## config.mk

```make
export PLATFORM = sky130hd
export DESIGN_NAME = keyed_track_table_with_aging_unit
export DESIGN_NICKNAME = d
export VERILOG_FILES = /design/src/ktt_pkg.sv /design/src/ktt_front.sv /design/src/ktt_back.sv /design/src/keyed_track_table_with_aging_unit.sv
export SDC_FILE = /design/constraint.sdc
export NUM_CORES = 2
export LEC_CHECK = 0
export BUFFER_PORTS_ARGS = -buffer_cell sky130_fd_sc_hd__buf_2
export CAP_MARGIN = 20
export CORE_UTILIZATION = 35
export DETAILED_ROUTE_END_ITERATION = 8
export MAX_ROUTING_LAYER = met4
export SLEW_MARGIN = 40
export SYNTH_ARGS = -nofsm -noshare
export SYNTH_HDL_FRONTEND = slang
export SYNTH_HIERARCHICAL = 1
export SYNTH_SLANG_ARGS = --single-unit
```

## constraint.sdc

```tcl
create_clock -name i_clk -period 15.3 [get_ports i_clk]
set_input_delay 2.295 -clock i_clk [delete_from_list [all_inputs] [get_ports i_clk]]
set_output_delay 2.295 -clock i_clk [all_outputs]
set_load 0.02 [all_outputs]
```

## src/ktt_pkg.sv

```systemverilog
`timescale 1ns / 1ps
// Shared constants, codes and types of the keyed track table.
package ktt_pkg;

    localparam int TABLE_DEPTH = 16;
    localparam int SLOT_W      = $clog2(TABLE_DEPTH);
    localparam int IDX_W       = 4;
    localparam int KEY_W       = 32;
    localparam int POS_W       = 16;
    localparam int TS_W        = 32;
    localparam int OP_W        = 2;
    localparam int STAT_W      = 3;
    localparam int RESULT_CAP  = 16;
    localparam int NREP_W      = $clog2(RESULT_CAP + 1);
    localparam int QDEPTH      = 2;
    localparam int QPTR_W      = $clog2(QDEPTH);
    localparam int QCNT_W      = $clog2(QDEPTH + 1);

    localparam logic [TS_W-1:0] EXPIRE_RESET = 32'd1000;

    typedef enum logic [OP_W-1:0] {
        OP_UPDATE = 2'd0,
        OP_SWEEP  = 2'd1,
        OP_READ   = 2'd2,
        OP_NOP    = 2'd3
    } t_op;

    typedef enum logic [STAT_W-1:0] {
        STAT_INSERTED = 3'd0,
        STAT_UPDATED  = 3'd1,
        STAT_DROPPED  = 3'd2,
        STAT_EXPIRED  = 3'd3,
        STAT_NONE     = 3'd4,
        STAT_READ     = 3'd5
    } t_status;

    typedef enum logic [2:0] {
        S_IDLE,
        S_UPD,
        S_WRITE,
        S_SWEEP,
        S_FLUSH,
        S_READ
    } t_state;

    typedef struct packed {
        t_op                     op;
        logic signed [KEY_W-1:0] key;
        logic [POS_W-1:0]        x;
        logic [POS_W-1:0]        y;
        logic [POS_W-1:0]        ext;
        logic [TS_W-1:0]         ts;
        logic [IDX_W-1:0]        rs;
    } t_cmd;

    typedef struct packed {
        logic valid;
        t_cmd cmd;
    } t_req;

    typedef struct packed {
        logic signed [KEY_W-1:0] key;
        logic [POS_W-1:0]        x;
        logic [POS_W-1:0]        y;
        logic [POS_W-1:0]        ext;
        logic [TS_W-1:0]         stamp;
    } t_entry;

    typedef struct packed {
        t_status                 status;
        logic [IDX_W-1:0]        slot;
        logic                    valid;
        logic signed [KEY_W-1:0] key;
        logic [POS_W-1:0]        x;
        logic [POS_W-1:0]        y;
        logic [POS_W-1:0]        ext;
        logic                    last;
    } t_res;

endpackage

```

## src/ktt_front.sv

```systemverilog
`timescale 1ns / 1ps
// Input stage: accepts items, drops unused opcodes, queues commands for the back end.
module ktt_front (
    input  logic                              i_clk,
    input  logic                              i_rst_n,
    input  logic                              i_valid,
    output logic                              o_stall,
    input  logic [ktt_pkg::OP_W-1:0]          i_opcode,
    input  logic signed [ktt_pkg::KEY_W-1:0]  i_object_key,
    input  logic [ktt_pkg::POS_W-1:0]         i_pos_x,
    input  logic [ktt_pkg::POS_W-1:0]         i_pos_y,
    input  logic [ktt_pkg::POS_W-1:0]         i_extent,
    input  logic [ktt_pkg::TS_W-1:0]          i_timestamp,
    input  logic [ktt_pkg::IDX_W-1:0]         i_read_slot,
    input  logic                              i_take,
    output ktt_pkg::t_req                     o_req
);

    ktt_pkg::t_cmd                r_fifo [ktt_pkg::QDEPTH];
    logic [ktt_pkg::QPTR_W-1:0]   r_wr;
    logic [ktt_pkg::QPTR_W-1:0]   r_rd;
    logic [ktt_pkg::QCNT_W-1:0]   r_cnt;
    logic [ktt_pkg::QPTR_W-1:0]   n_wr;
    logic [ktt_pkg::QPTR_W-1:0]   n_rd;
    logic [ktt_pkg::QCNT_W-1:0]   n_cnt;
    logic                         push;
    logic                         pop;
    ktt_pkg::t_cmd                cmd;

    assign o_stall = (r_cnt == ktt_pkg::QCNT_W'(ktt_pkg::QDEPTH));
    assign push    = i_valid && !o_stall && (ktt_pkg::t_op'(i_opcode) != ktt_pkg::OP_NOP);
    assign pop     = i_take && (r_cnt != '0);

    always_comb begin
        cmd.op  = ktt_pkg::t_op'(i_opcode);
        cmd.key = i_object_key;
        cmd.x   = i_pos_x;
        cmd.y   = i_pos_y;
        cmd.ext = i_extent;
        cmd.ts  = i_timestamp;
        cmd.rs  = i_read_slot;
    end

    always_comb begin
        n_wr  = r_wr;
        n_rd  = r_rd;
        n_cnt = r_cnt;
        if (push) begin
            n_wr = (r_wr == ktt_pkg::QPTR_W'(ktt_pkg::QDEPTH - 1)) ? '0 : r_wr + 1'b1;
        end
        if (pop) begin
            n_rd = (r_rd == ktt_pkg::QPTR_W'(ktt_pkg::QDEPTH - 1)) ? '0 : r_rd + 1'b1;
        end
        case ({push, pop})
            2'b10:   n_cnt = r_cnt + 1'b1;
            2'b01:   n_cnt = r_cnt - 1'b1;
            default: n_cnt = r_cnt;
        endcase
    end

    always_ff @(posedge i_clk) begin
        if (!i_rst_n) begin
            r_wr  <= '0;
            r_rd  <= '0;
            r_cnt <= '0;
        end else begin
            r_wr  <= n_wr;
            r_rd  <= n_rd;
            r_cnt <= n_cnt;
        end
    end

    always_ff @(posedge i_clk) begin
        if (push) begin
            r_fifo[r_wr] <= cmd;
        end
    end

    assign o_req.valid = (r_cnt != '0);
    assign o_req.cmd   = r_fifo[r_rd];

endmodule

```

## src/ktt_back.sv

```systemverilog
`timescale 1ns / 1ps
// Back end: slot memory, live bits, scan sequencer and result register.
module ktt_back (
    input  logic                     i_clk,
    input  logic                     i_rst_n,
    input  ktt_pkg::t_req            i_req,
    output logic                     o_take,
    input  logic [ktt_pkg::TS_W-1:0] i_limit,
    output logic                     o_valid,
    input  logic                     i_stall,
    output ktt_pkg::t_res            o_res
);

    ktt_pkg::t_state                 r_state;
    ktt_pkg::t_state                 n_state;
    ktt_pkg::t_cmd                   r_cmd;
    logic [ktt_pkg::SLOT_W-1:0]      r_idx;
    logic                            r_primed;
    logic                            r_hit;
    logic [ktt_pkg::TABLE_DEPTH-1:0] r_live;
    logic                            r_pend_v;
    ktt_pkg::t_res                   r_pend;
    logic [ktt_pkg::NREP_W-1:0]      r_nrep;
    ktt_pkg::t_entry                 r_mem [ktt_pkg::TABLE_DEPTH];
    ktt_pkg::t_entry                 r_q;
    logic                            r_ov;
    ktt_pkg::t_res                   r_res;

    logic                            out_free;
    logic                            last_idx;
    logic [ktt_pkg::TS_W-1:0]        age;
    logic                            expired;
    logic                            key_hit;
    logic                            can_rep;
    logic                            rs_ok;
    logic [ktt_pkg::SLOT_W-1:0]      rd_slot;
    logic                            free_v;
    logic [ktt_pkg::SLOT_W-1:0]      free_idx;

    logic [ktt_pkg::SLOT_W-1:0]      rd_addr;
    logic                            step;
    logic                            hit_found;
    logic                            live_clr;
    logic                            live_set;
    logic [ktt_pkg::SLOT_W-1:0]      set_idx;
    logic                            mem_we;
    logic                            pend_load;
    logic                            emit;
    ktt_pkg::t_res                   emit_res;
    ktt_pkg::t_entry                 wentry;
    ktt_pkg::t_res                   pend_res;

    assign out_free = !r_ov || !i_stall;
    assign last_idx = (r_idx == ktt_pkg::SLOT_W'(ktt_pkg::TABLE_DEPTH - 1));
    assign age      = r_cmd.ts - r_q.stamp;
    assign expired  = r_live[r_idx] && (age > i_limit);
    assign key_hit  = r_live[r_idx] && (r_q.key == r_cmd.key);
    assign can_rep  = (r_nrep < ktt_pkg::NREP_W'(ktt_pkg::RESULT_CAP));
    assign rs_ok    = (int'(r_cmd.rs) < ktt_pkg::TABLE_DEPTH);
    assign rd_slot  = rs_ok ? ktt_pkg::SLOT_W'(r_cmd.rs) : '0;
    assign free_v   = ~&r_live;

    always_comb begin
        free_idx = '0;
        for (int i = ktt_pkg::TABLE_DEPTH - 1; i >= 0; i--) begin
            if (!r_live[i]) begin
                free_idx = ktt_pkg::SLOT_W'(i);
            end
        end
    end

    always_comb begin
        wentry.key   = r_cmd.key;
        wentry.x     = r_cmd.x;
        wentry.y     = r_cmd.y;
        wentry.ext   = r_cmd.ext;
        wentry.stamp = r_cmd.ts;
    end

    always_comb begin
        pend_res.status = ktt_pkg::STAT_EXPIRED;
        pend_res.slot   = ktt_pkg::IDX_W'(r_idx);
        pend_res.valid  = 1'b0;
        pend_res.key    = r_q.key;
        pend_res.x      = r_q.x;
        pend_res.y      = r_q.y;
        pend_res.ext    = r_q.ext;
        pend_res.last   = 1'b0;
    end

    // next state
    always_comb begin
        n_state = r_state;
        case (r_state)
            ktt_pkg::S_IDLE: begin
                if (i_req.valid) begin
                    case (i_req.cmd.op)
                        ktt_pkg::OP_UPDATE: n_state = ktt_pkg::S_UPD;
                        ktt_pkg::OP_SWEEP:  n_state = ktt_pkg::S_SWEEP;
                        ktt_pkg::OP_READ:   n_state = ktt_pkg::S_READ;
                        default:            n_state = ktt_pkg::S_IDLE;
                    endcase
                end
            end
            ktt_pkg::S_UPD: begin
                if (r_primed && (key_hit || last_idx)) begin
                    n_state = ktt_pkg::S_WRITE;
                end
            end
            ktt_pkg::S_WRITE: begin
                if (out_free) begin
                    n_state = ktt_pkg::S_IDLE;
                end
            end
            ktt_pkg::S_SWEEP: begin
                if (step && last_idx) begin
                    n_state = ktt_pkg::S_FLUSH;
                end
            end
            ktt_pkg::S_FLUSH: begin
                if (out_free) begin
                    n_state = ktt_pkg::S_IDLE;
                end
            end
            ktt_pkg::S_READ: begin
                if (r_primed && out_free) begin
                    n_state = ktt_pkg::S_IDLE;
                end
            end
            default: n_state = ktt_pkg::S_IDLE;
        endcase
    end

    // sequencer outputs
    always_comb begin
        o_take    = 1'b0;
        rd_addr   = r_idx;
        step      = 1'b0;
        hit_found = 1'b0;
        live_clr  = 1'b0;
        live_set  = 1'b0;
        set_idx   = r_idx;
        mem_we    = 1'b0;
        pend_load = 1'b0;
        emit      = 1'b0;
        emit_res  = '0;
        case (r_state)
            ktt_pkg::S_IDLE: begin
                o_take  = i_req.valid;
                rd_addr = '0;
            end
            ktt_pkg::S_UPD: begin
                if (r_primed) begin
                    if (key_hit) begin
                        hit_found = 1'b1;
                    end else begin
                        step = 1'b1;
                        if (!last_idx) begin
                            rd_addr = r_idx + 1'b1;
                        end
                    end
                end
            end
            ktt_pkg::S_WRITE: begin
                emit_res.key  = r_cmd.key;
                emit_res.x    = r_cmd.x;
                emit_res.y    = r_cmd.y;
                emit_res.ext  = r_cmd.ext;
                emit_res.last = 1'b1;
                if (r_hit) begin
                    emit_res.status = ktt_pkg::STAT_UPDATED;
                    emit_res.slot   = ktt_pkg::IDX_W'(r_idx);
                    emit_res.valid  = 1'b1;
                    set_idx         = r_idx;
                end else if (free_v) begin
                    emit_res.status = ktt_pkg::STAT_INSERTED;
                    emit_res.slot   = ktt_pkg::IDX_W'(free_idx);
                    emit_res.valid  = 1'b1;
                    set_idx         = free_idx;
                end else begin
                    emit_res.status = ktt_pkg::STAT_DROPPED;
                end
                if (out_free) begin
                    emit     = 1'b1;
                    mem_we   = r_hit || free_v;
                    live_set = r_hit || free_v;
                end
            end
            ktt_pkg::S_SWEEP: begin
                if (r_primed && !(expired && can_rep && r_pend_v && !out_free)) begin
                    step = 1'b1;
                    if (!last_idx) begin
                        rd_addr = r_idx + 1'b1;
                    end
                    if (expired) begin
                        live_clr = 1'b1;
                        if (can_rep) begin
                            pend_load = 1'b1;
                            emit      = r_pend_v;
                            emit_res  = r_pend;
                        end
                    end
                end
            end
            ktt_pkg::S_FLUSH: begin
                emit = out_free;
                if (r_pend_v) begin
                    emit_res      = r_pend;
                    emit_res.last = 1'b1;
                end else begin
                    emit_res.status = ktt_pkg::STAT_NONE;
                    emit_res.last   = 1'b1;
                end
            end
            ktt_pkg::S_READ: begin
                rd_addr          = rd_slot;
                emit             = r_primed && out_free;
                emit_res.status  = ktt_pkg::STAT_READ;
                emit_res.slot    = r_cmd.rs;
                emit_res.last    = 1'b1;
                if (rs_ok) begin
                    emit_res.valid = r_live[rd_slot];
                    emit_res.key   = r_q.key;
                    emit_res.x     = r_q.x;
                    emit_res.y     = r_q.y;
                    emit_res.ext   = r_q.ext;
                end
            end
            default: begin
                o_take = 1'b0;
            end
        endcase
    end

    always_ff @(posedge i_clk) begin
        if (!i_rst_n) begin
            r_state  <= ktt_pkg::S_IDLE;
            r_idx    <= '0;
            r_primed <= 1'b0;
            r_hit    <= 1'b0;
            r_live   <= '0;
            r_pend_v <= 1'b0;
            r_nrep   <= '0;
            r_ov     <= 1'b0;
        end else begin
            r_state  <= n_state;
            r_primed <= (r_state inside {ktt_pkg::S_UPD, ktt_pkg::S_SWEEP, ktt_pkg::S_READ});
            if (o_take) begin
                r_idx    <= '0;
                r_hit    <= 1'b0;
                r_pend_v <= 1'b0;
                r_nrep   <= '0;
            end else begin
                if (step) begin
                    r_idx <= r_idx + 1'b1;
                end
                if (hit_found) begin
                    r_hit <= 1'b1;
                end
                if (pend_load) begin
                    r_pend_v <= 1'b1;
                    r_nrep   <= r_nrep + 1'b1;
                end
            end
            if (live_clr) begin
                r_live[r_idx] <= 1'b0;
            end
            if (live_set) begin
                r_live[set_idx] <= 1'b1;
            end
            if (emit) begin
                r_ov <= 1'b1;
            end else if (!i_stall) begin
                r_ov <= 1'b0;
            end
        end
    end

    always_ff @(posedge i_clk) begin
        if (o_take) begin
            r_cmd <= i_req.cmd;
        end
        if (pend_load) begin
            r_pend <= pend_res;
        end
        if (emit) begin
            r_res <= emit_res;
        end
    end

    always_ff @(posedge i_clk) begin
        if (mem_we) begin
            r_mem[set_idx] <= wentry;
        end
        r_q <= r_mem[rd_addr];
    end

    assign o_valid = r_ov;
    assign o_res   = r_res;

endmodule

```

## src/keyed_track_table_with_aging_unit.sv

```systemverilog
`timescale 1ns / 1ps
// Top level of the keyed track table with entry aging.
//
// Input channel (i_valid / o_stall): one command per transfer. Opcode 0 looks
// up i_object_key and updates or inserts that entry (dropped when full), opcode 1 removes every
// live entry older than the expire limit at time i_timestamp, opcode 2 reads
// slot i_read_slot, opcode 3 is discarded without a result.
// Output channel (o_valid / i_stall): one result per transfer, o_last_result
// marks the final result of a command. A sweep gives one result per removed
// slot in ascending order, or one "none expired" result.
// Config channel (i_cfg_valid / o_cfg_ready): writes the expire limit; ready
// is always high. Write only while the block is idle.
// Timing: a two-deep command queue feeds a sequencer that walks the slot
// memory one slot per cycle through its single registered read port; a sweep
// holds its walk while a result waits on a stalled output. An update stops
// at the first slot whose key matches or at the last slot, a sweep walks
// every slot, and a read fetches the one slot it names.
// Reset clears all live bits and the queue and loads the limit with 1000.
// A stalled receiver holds the result register; the sequencer waits once it
// has a result to hand over, while the queue keeps taking commands until full.
module keyed_track_table_with_aging_unit (
    input  logic                              i_clk,
    input  logic                              i_rst_n,
    input  logic                              i_valid,
    output logic                              o_stall,
    input  logic [ktt_pkg::OP_W-1:0]          i_opcode,
    input  logic signed [ktt_pkg::KEY_W-1:0]  i_object_key,
    input  logic [ktt_pkg::POS_W-1:0]         i_pos_x,
    input  logic [ktt_pkg::POS_W-1:0]         i_pos_y,
    input  logic [ktt_pkg::POS_W-1:0]         i_extent,
    input  logic [ktt_pkg::TS_W-1:0]          i_timestamp,
    input  logic [ktt_pkg::IDX_W-1:0]         i_read_slot,
    output logic                              o_valid,
    input  logic                              i_stall,
    output logic [ktt_pkg::STAT_W-1:0]        o_status,
    output logic [ktt_pkg::IDX_W-1:0]         o_slot_index,
    output logic                              o_entry_valid,
    output logic signed [ktt_pkg::KEY_W-1:0]  o_entry_key,
    output logic [ktt_pkg::POS_W-1:0]         o_entry_x,
    output logic [ktt_pkg::POS_W-1:0]         o_entry_y,
    output logic [ktt_pkg::POS_W-1:0]         o_entry_extent,
    output logic                              o_last_result,
    input  logic                              i_cfg_valid,
    output logic                              o_cfg_ready,
    input  logic [ktt_pkg::TS_W-1:0]          i_cfg_data
);

    logic [ktt_pkg::TS_W-1:0] r_expire_limit;
    ktt_pkg::t_req            req;
    logic                     take;
    ktt_pkg::t_res            res;

    assign o_cfg_ready = 1'b1;

    always_ff @(posedge i_clk) begin
        if (!i_rst_n) begin
            r_expire_limit <= ktt_pkg::EXPIRE_RESET;
        end else if (i_cfg_valid && o_cfg_ready) begin
            r_expire_limit <= i_cfg_data;
        end
    end

    ktt_front u_front (
        .i_clk        (i_clk),
        .i_rst_n      (i_rst_n),
        .i_valid      (i_valid),
        .o_stall      (o_stall),
        .i_opcode     (i_opcode),
        .i_object_key (i_object_key),
        .i_pos_x      (i_pos_x),
        .i_pos_y      (i_pos_y),
        .i_extent     (i_extent),
        .i_timestamp  (i_timestamp),
        .i_read_slot  (i_read_slot),
        .i_take       (take),
        .o_req        (req)
    );

    ktt_back u_back (
        .i_clk   (i_clk),
        .i_rst_n (i_rst_n),
        .i_req   (req),
        .o_take  (take),
        .i_limit (r_expire_limit),
        .o_valid (o_valid),
        .i_stall (i_stall),
        .o_res   (res)
    );

    assign o_status       = res.status;
    assign o_slot_index   = res.slot;
    assign o_entry_valid  = res.valid;
    assign o_entry_key    = res.key;
    assign o_entry_x      = res.x;
    assign o_entry_y      = res.y;
    assign o_entry_extent = res.ext;
    assign o_last_result  = res.last;

endmodule

```

# After elaboration in Yosys (flattened, before gate mapping)

Memory sizes are Yosys's and may differ from the RTL's. A register that Yosys moved wholly into a read port is not among the register bits.
Index checks and enable logic that the tools add are counted.

RAM bits: 2028
Logic and storage cells: 186
Input bits: 155
Memories: 2
Register bits after elaboration: 357

Equality and inequality tests: 19
Reductions and logical operators: 32
Muxes and demuxes: 84
Add/sub/neg operators: 7
Magnitude comparators: 7
Bitwise gates (word level): 4

Memory list:

| memory         | words | width | rd ports | clocked after Yosys merged registers in | write ports | RTL line        | RTL |
|---|---|---|---|---|---|---|---|
| u_back.r_mem   | 16    | 112   | 1        | 1                                       | 1           | ktt_back.sv:24  | `ktt_pkg::t_entry r_mem [ktt_pkg::TABLE_DEPTH];` |
| u_front.r_fifo | 2     | 118   | 1        | 1                                       | 1           | ktt_front.sv:19 | `ktt_pkg::t_cmd r_fifo [ktt_pkg::QDEPTH];` |

Operators with widths:

| kind                                                                                 | number |
|---|---|
| 89-bit case mux with 4 select lines                                                  | 1 |
| 89-bit two-way mux                                                                   | 2 |
| 4-bit two-way mux                                                                    | 23 |
| 88-bit two-way mux                                                                   | 1 |
| 85-bit two-way mux                                                                   | 1 |
| 16-bit two-way mux                                                                   | 3 |
| 1-bit two-way mux                                                                    | 34 |
| 32-bit == test                                                                       | 1 |
| 32-bit > comparator                                                                  | 1 |
| 32-bit subtractor                                                                    | 1 |
| 3-bit two-way mux                                                                    | 6 |
| 16-bit AND                                                                           | 1 |
| 16-bit inverter                                                                      | 1 |
| 16-bit OR                                                                            | 1 |
| 4-bit case mux with 4 select lines                                                   | 1 |
| 16-bit AND reduction                                                                 | 1 |
| 4-bit by 5-bit less-than comparator with 1-bit output (second input constant)        | 3 |
| 3-bit case mux with 5 select lines                                                   | 1 |
| 1-bit logical AND                                                                    | 14 |
| 2-bit by 1-bit inequality test with 1-bit output (second input constant)             | 6 |
| 3-bit case mux with 3 select lines                                                   | 1 |
| 1-bit binary-select mux with 4-bit select                                            | 2 |
| 1-bit demux with 4-bit select                                                        | 2 |
| 4-bit by 1-bit greater-or-equal comparator with 1-bit output (second input constant) | 2 |
| other kinds (28)                                                                     | 43 |

# Longest topological paths before layout

Word-level depth: 25
Mapped depth: 31

# Cells and area by module

The synthesis kept the hierarchy.

Modules (own cells, without submodules):

| module                            | cells each | area each (µm²) | sequential area each (µm²) | times used |
|---|---|---|---|---|
| ktt_back                          | 5062       | 87535.2         | 65372.7                    | 1 |
| ktt_front                         | 393        | 8732.1          | 7186.9                     | 1 |
| keyed_track_table_with_aging_unit | 105        | 1239.9          | 640.6                      | 1 |

# Worst setup path before layout

OpenSTA, ideal clock, no wires.

Kind: reg-to-reg
From: register u_back/r_cmd[4] in the netlist's numbering
To: register u_back.r_res (netlist bit u_back/o_res[0]), enable pin
Arrival: 12.164 ns
Data required time: 14.842 ns
Period minus slack after synthesis: 12.622 ns
Buffers on the path: 0
Cell stages (with the launch flop): 24
Path slack: 2.678 ns
Path through: edfxtp_1 inv_1 ha_1 inv_1 fa_1 a21o_1 a21oi_1 o21bai_1 a21oi_1 o311a_1 a21oi_1 a41o_1 or3_1 a31o_2 a21oi_1 xnor2_1 ha_1 nand4_1 or4_1 a21oi_1 o31a_2 nor2_1 nor4_2 a22o_1

Word-level cells in the longest chain between the ends: 10
Elaborated cells between the ends (all ways): 11

RTL lines:

| what                                 | RTL line        | RTL |
|---|---|---|
| start, declared                      | ktt_back.sv:16  | `ktt_pkg::t_cmd r_cmd;` |
| start signal, assigned               | ktt_back.sv:281 | `r_cmd <= i_req.cmd;` |
| 32-bit subtractor *                  | ktt_back.sv:55  | `assign age = r_cmd.ts - r_q.stamp;` |
| 32-bit > comparator *                | ktt_back.sv:56  | `assign expired = r_live[r_idx] && (age > i_limit);` |
| 1-bit logical AND *                  | ktt_back.sv:56  |  |
| 1-bit logical AND (3 in a row)       | ktt_back.sv:190 | `if (r_primed && !(expired && can_rep && r_pend_v && !out_free)) begin` |
| 1-bit logical NOT                    | ktt_back.sv:190 |  |
| 1-bit logical AND                    | ktt_back.sv:190 |  |
| 1-bit two-way mux *                  | ktt_back.sv:190 |  |
| 1-bit case mux with 4 select lines * | ktt_back.sv:147 | `case (r_state)` |
| named net u_back.emit                | ktt_back.sv:48  | `logic emit;` |
| end signal, assigned                 | ktt_back.sv:287 | `r_res <= emit_res;` |
| end, declared                        | ktt_back.sv:27  | `ktt_pkg::t_res r_res;` |

Mark *: on every way through the listed nets, which the timed path passes. The rest lies on a longest branch.
A chain may end at the register's enable or synchronous reset.

# Final worst setup path

From: register u_back/r_cmd[4] in the netlist's numbering
To: register, netlist name u_back/pend_res[53]

Word-level cells in the longest chain between the ends: 10

RTL lines:

| what                               | RTL line |
|---|---|
| 32-bit subtractor                  | ktt_back.sv:55 |
| 32-bit > comparator                | ktt_back.sv:56 |
| 1-bit logical AND                  | ktt_back.sv:56 |
| 1-bit logical AND (3 in a row)     | ktt_back.sv:190 |
| 1-bit logical NOT                  | ktt_back.sv:190 |
| 1-bit logical AND                  | ktt_back.sv:190 |
| 4-bit two-way mux                  | ktt_back.sv:190 |
| 4-bit case mux with 4 select lines | ktt_back.sv:147 |

Every way passes these cells.

==> reports/metrics.csv <==
metric,value,unit
RSZ-0062 raised after global routing,false,
met3 Use GR,2.396,%
Buffers on Ports,245,
setup TNS,0,ns
sequential cell area,73200,sq um
Final Util,40.45,%
Synth Instances,5560,
Main synth FF type,edfxtp_1,
"commonest non-fill, non-tap cells in the layout","edfxtp_1 (2,317), mux2i_1 (1,155), nand2_1 (279), clkbuf_16 (279), buf_2 (248)",
IO Count,247,
Area growth syn-to-layout,14.81,%
# nets final,6161,
met2 usage,29.48,%
Post-Syn Area,97510,sq um
Initial Util,35.23,%
area fraction of the dominant cell type after synthesis,71.36,%
Avg Inst Size Synth,17.54,sq um
Pins Over Slew Limit,0,
antenna-violating nets left,0,
async set-reset flop share out of synthesis,0,%
Crit Path Max Fanout,78,
hold_sp,u_back/pend_res[1],
startpoint types,register,
Fill cells,24880,
Leakage,37.93,nW
met1 Track Usage GR,23.01,%
gp weighted congestion,0.7950,
chip height,529.8,microns
Design Power,18.18,mW
CP endpoint kind,register,
WL/cell,25.21,microns
Hold Path Class,register to register,
Post-Route WL,248500,microns
PwrDens,162.4,nW/um^2
router iterations before antenna repair,7,
area of the multi-input gates,22090,sq um
via count,50650,
Final Setup Violations,0,
"slowest stage delay, CP",0.77,ns
core area,276700,sq um
CTS Buf Count,274,
CTS root buffer,clkbuf_16,
post-route insts no fill,9857,
R2R Path Start,u_back/r_cmd[4],
synth top area cells,"edfxtp_1 (71%), mux2i_1 (12%), dfxtp_1 (3.7%), mux2_2 (1.4%), a32o_1 (1.1%)",
maxcap violations,0,
f_max,106.6,MHz
"Data arrival, critical path",10.11,ns
crit path launch,u_back/r_cmd[4],
routed vias/inst,5.138,
layout cell share with drive strength beyond 1,15.82,%
Post-CTS Hold Fix Bufs,0,
DRT iter0 DRCs,4719,
status,"finished, final reports clean",
Synth Net Count,5785,
Final Skew,0.05726,ns
clk buf depth,4,
# resized after CTS,0,
Synth area leader,edfxtp_1,
Slew HR,38.97,%
# DRC,0,
Most Crowded Layer GR,met2,
Total GRT Usage,17.84,%
CP required,16.03,ns
Worst-Margin Slew,0.9154,ns
vias in the first global route,51030,
Worst path most repeated cell,a21oi_1,
final period utilization,61.33,%
first-pass GRT wire length,355900,microns
final hold vios,0,
Core Rows,193,
largest net degree at the start of global routing,125,
clk_lat worst skew,0.85,ns
Post-synth EDFFs,2317,
hpwl dp,133700,microns
die area,280700,sq um
crit path time final,9.383,ns
GRT overflow,0,
Crit Path Class,register to register,
"commonest non-fill, non-tap cell in the layout",edfxtp_1,
"Slowest-stage cell, CP",a311o_2,
DP Cell Count,9362,
Ys Warns,6,
Synth cell types,86,
clock slew at reported path FFs,0.06,ns
CTS tree,yes,
Clock Sinks,2498,
initial antenna violation count,14,
"Seq/Total Area, Yosys",75.07,%
Max H-tree Level,5,
setup bufs post-CTS,0,
Die Width,529.8,microns
Max VDD drop,0.07425,mV
synthesis-stage register bit count,2498,
==> stage by stage <==
stage	hold slack (ns)	instance area [sq um]	setup WS (ns)
after floorplan	0.4084	97510	2.678
after global placement	0.4137	102600	5.795
after detailed placement	0.4133	103200	5.934
after CTS	0.4356	111900	5.857
after global routing	0.4435	111900	5.293
final	0.4327	111900	5.917
==> synthesized netlist by cell type (all sizes together) (10+ instances only) <==
master	count
nor3	120
a222oi	81
a21boi	18
nand3	16
xnor2	65
dfxtp	181
and3	12
ha	69
nor2	177
o21ai	33
nand2	282
mux2	118
o21a	25
o22ai	113
nor2b	38
a21oi	48
a21o	20
nand4	21
inv	162
edfxtp	2317
buf	181
clkbuf	89
a32o	111
mux2i	1155
mux4	10
==> layer usage <==
layer	wire length (microns)	vias up	share of wire (%)
met1	106400	26180	43
li1	-	22460	-
met4	6296	0	2.5
met3	13740	393	5.5
met2	122100	1620	49
met5	0	-	0
==> logic make-up (layout without fill, tap and decap cells) <==
kind of cell	Yosys count	in the layout	share of synthesized area, %
mux	1283	1283	13.45
buf+inv	434	1023	2.519
flops	2498	2498	75.07
other cells	1	4	0.003846
compound gates	499	499	4.075
simple gates	703	703	3.327
fa+ha+maj	70	70	0.9059
xor+xnor	72	72	0.6467
==> report_power, final <==
part	leakage (nW)	internal (mW)	total, mW	switching, mW
registers	22.5	8.58	9.29	0.711
clock network	4.24	3.75	6.39	2.64
logic	11.2	0.939	2.50	1.56
==> final cells by class <==
type	count	area share, %
clock buffers	358	6.698
inverters	163	0.5465
flip-flops and latches	2498	65.39
multi-input cells	2628	19.73
diodes	3	0.006706
well taps	3705	4.141
clock inverters	131	1.047
repair buffers	371	2.436
==> flip-flops by register name, indices dropped and copies added (netlist names), 2 cells and up, named ones only <==
| signal | flops |
|---|---|
| r_expire_limit | 32 |
| u_back/o_res | 89 |
| u_back/pend_res | 80 |
| u_back/r_cmd | 112 |
| u_back/r_idx | 4 |
| u_back/r_live | 16 |
| u_back/r_mem | 1792 |
| u_back/r_nrep | 5 |
| u_back/r_pend | 84 |
| u_back/r_q | 32 |
| u_back/r_state | 3 |
| u_back/rd_slot | 4 |
| u_front/r_cnt | 2 |
| u_front/r_fifo | 236 |
==> critical path: cells and delay by family, from the launching register on <==
family | cells | cell delay, ns
compound gates | 15 | 3.87
mux | 2 | 0.38
buf+inv | 6 | 1.92
simple gates | 4 | 1.21
fa+ha+maj | 3 | 0.88
xor+xnor | 1 | 0.08
flops | 1 | 0.61
==> final timing paths <==
check,cells past startpoint,slack [ns],end
worst max register to register,31,5.92,u_back/pend_res[53]
worst max-delay path,31,5.92,u_back/pend_res[53]
worst min register to register,0,0.43,u_back/r_pend[1]
worst min-delay path,0,0.43,u_back/r_pend[1]
(Power assumes the default switching activity.)
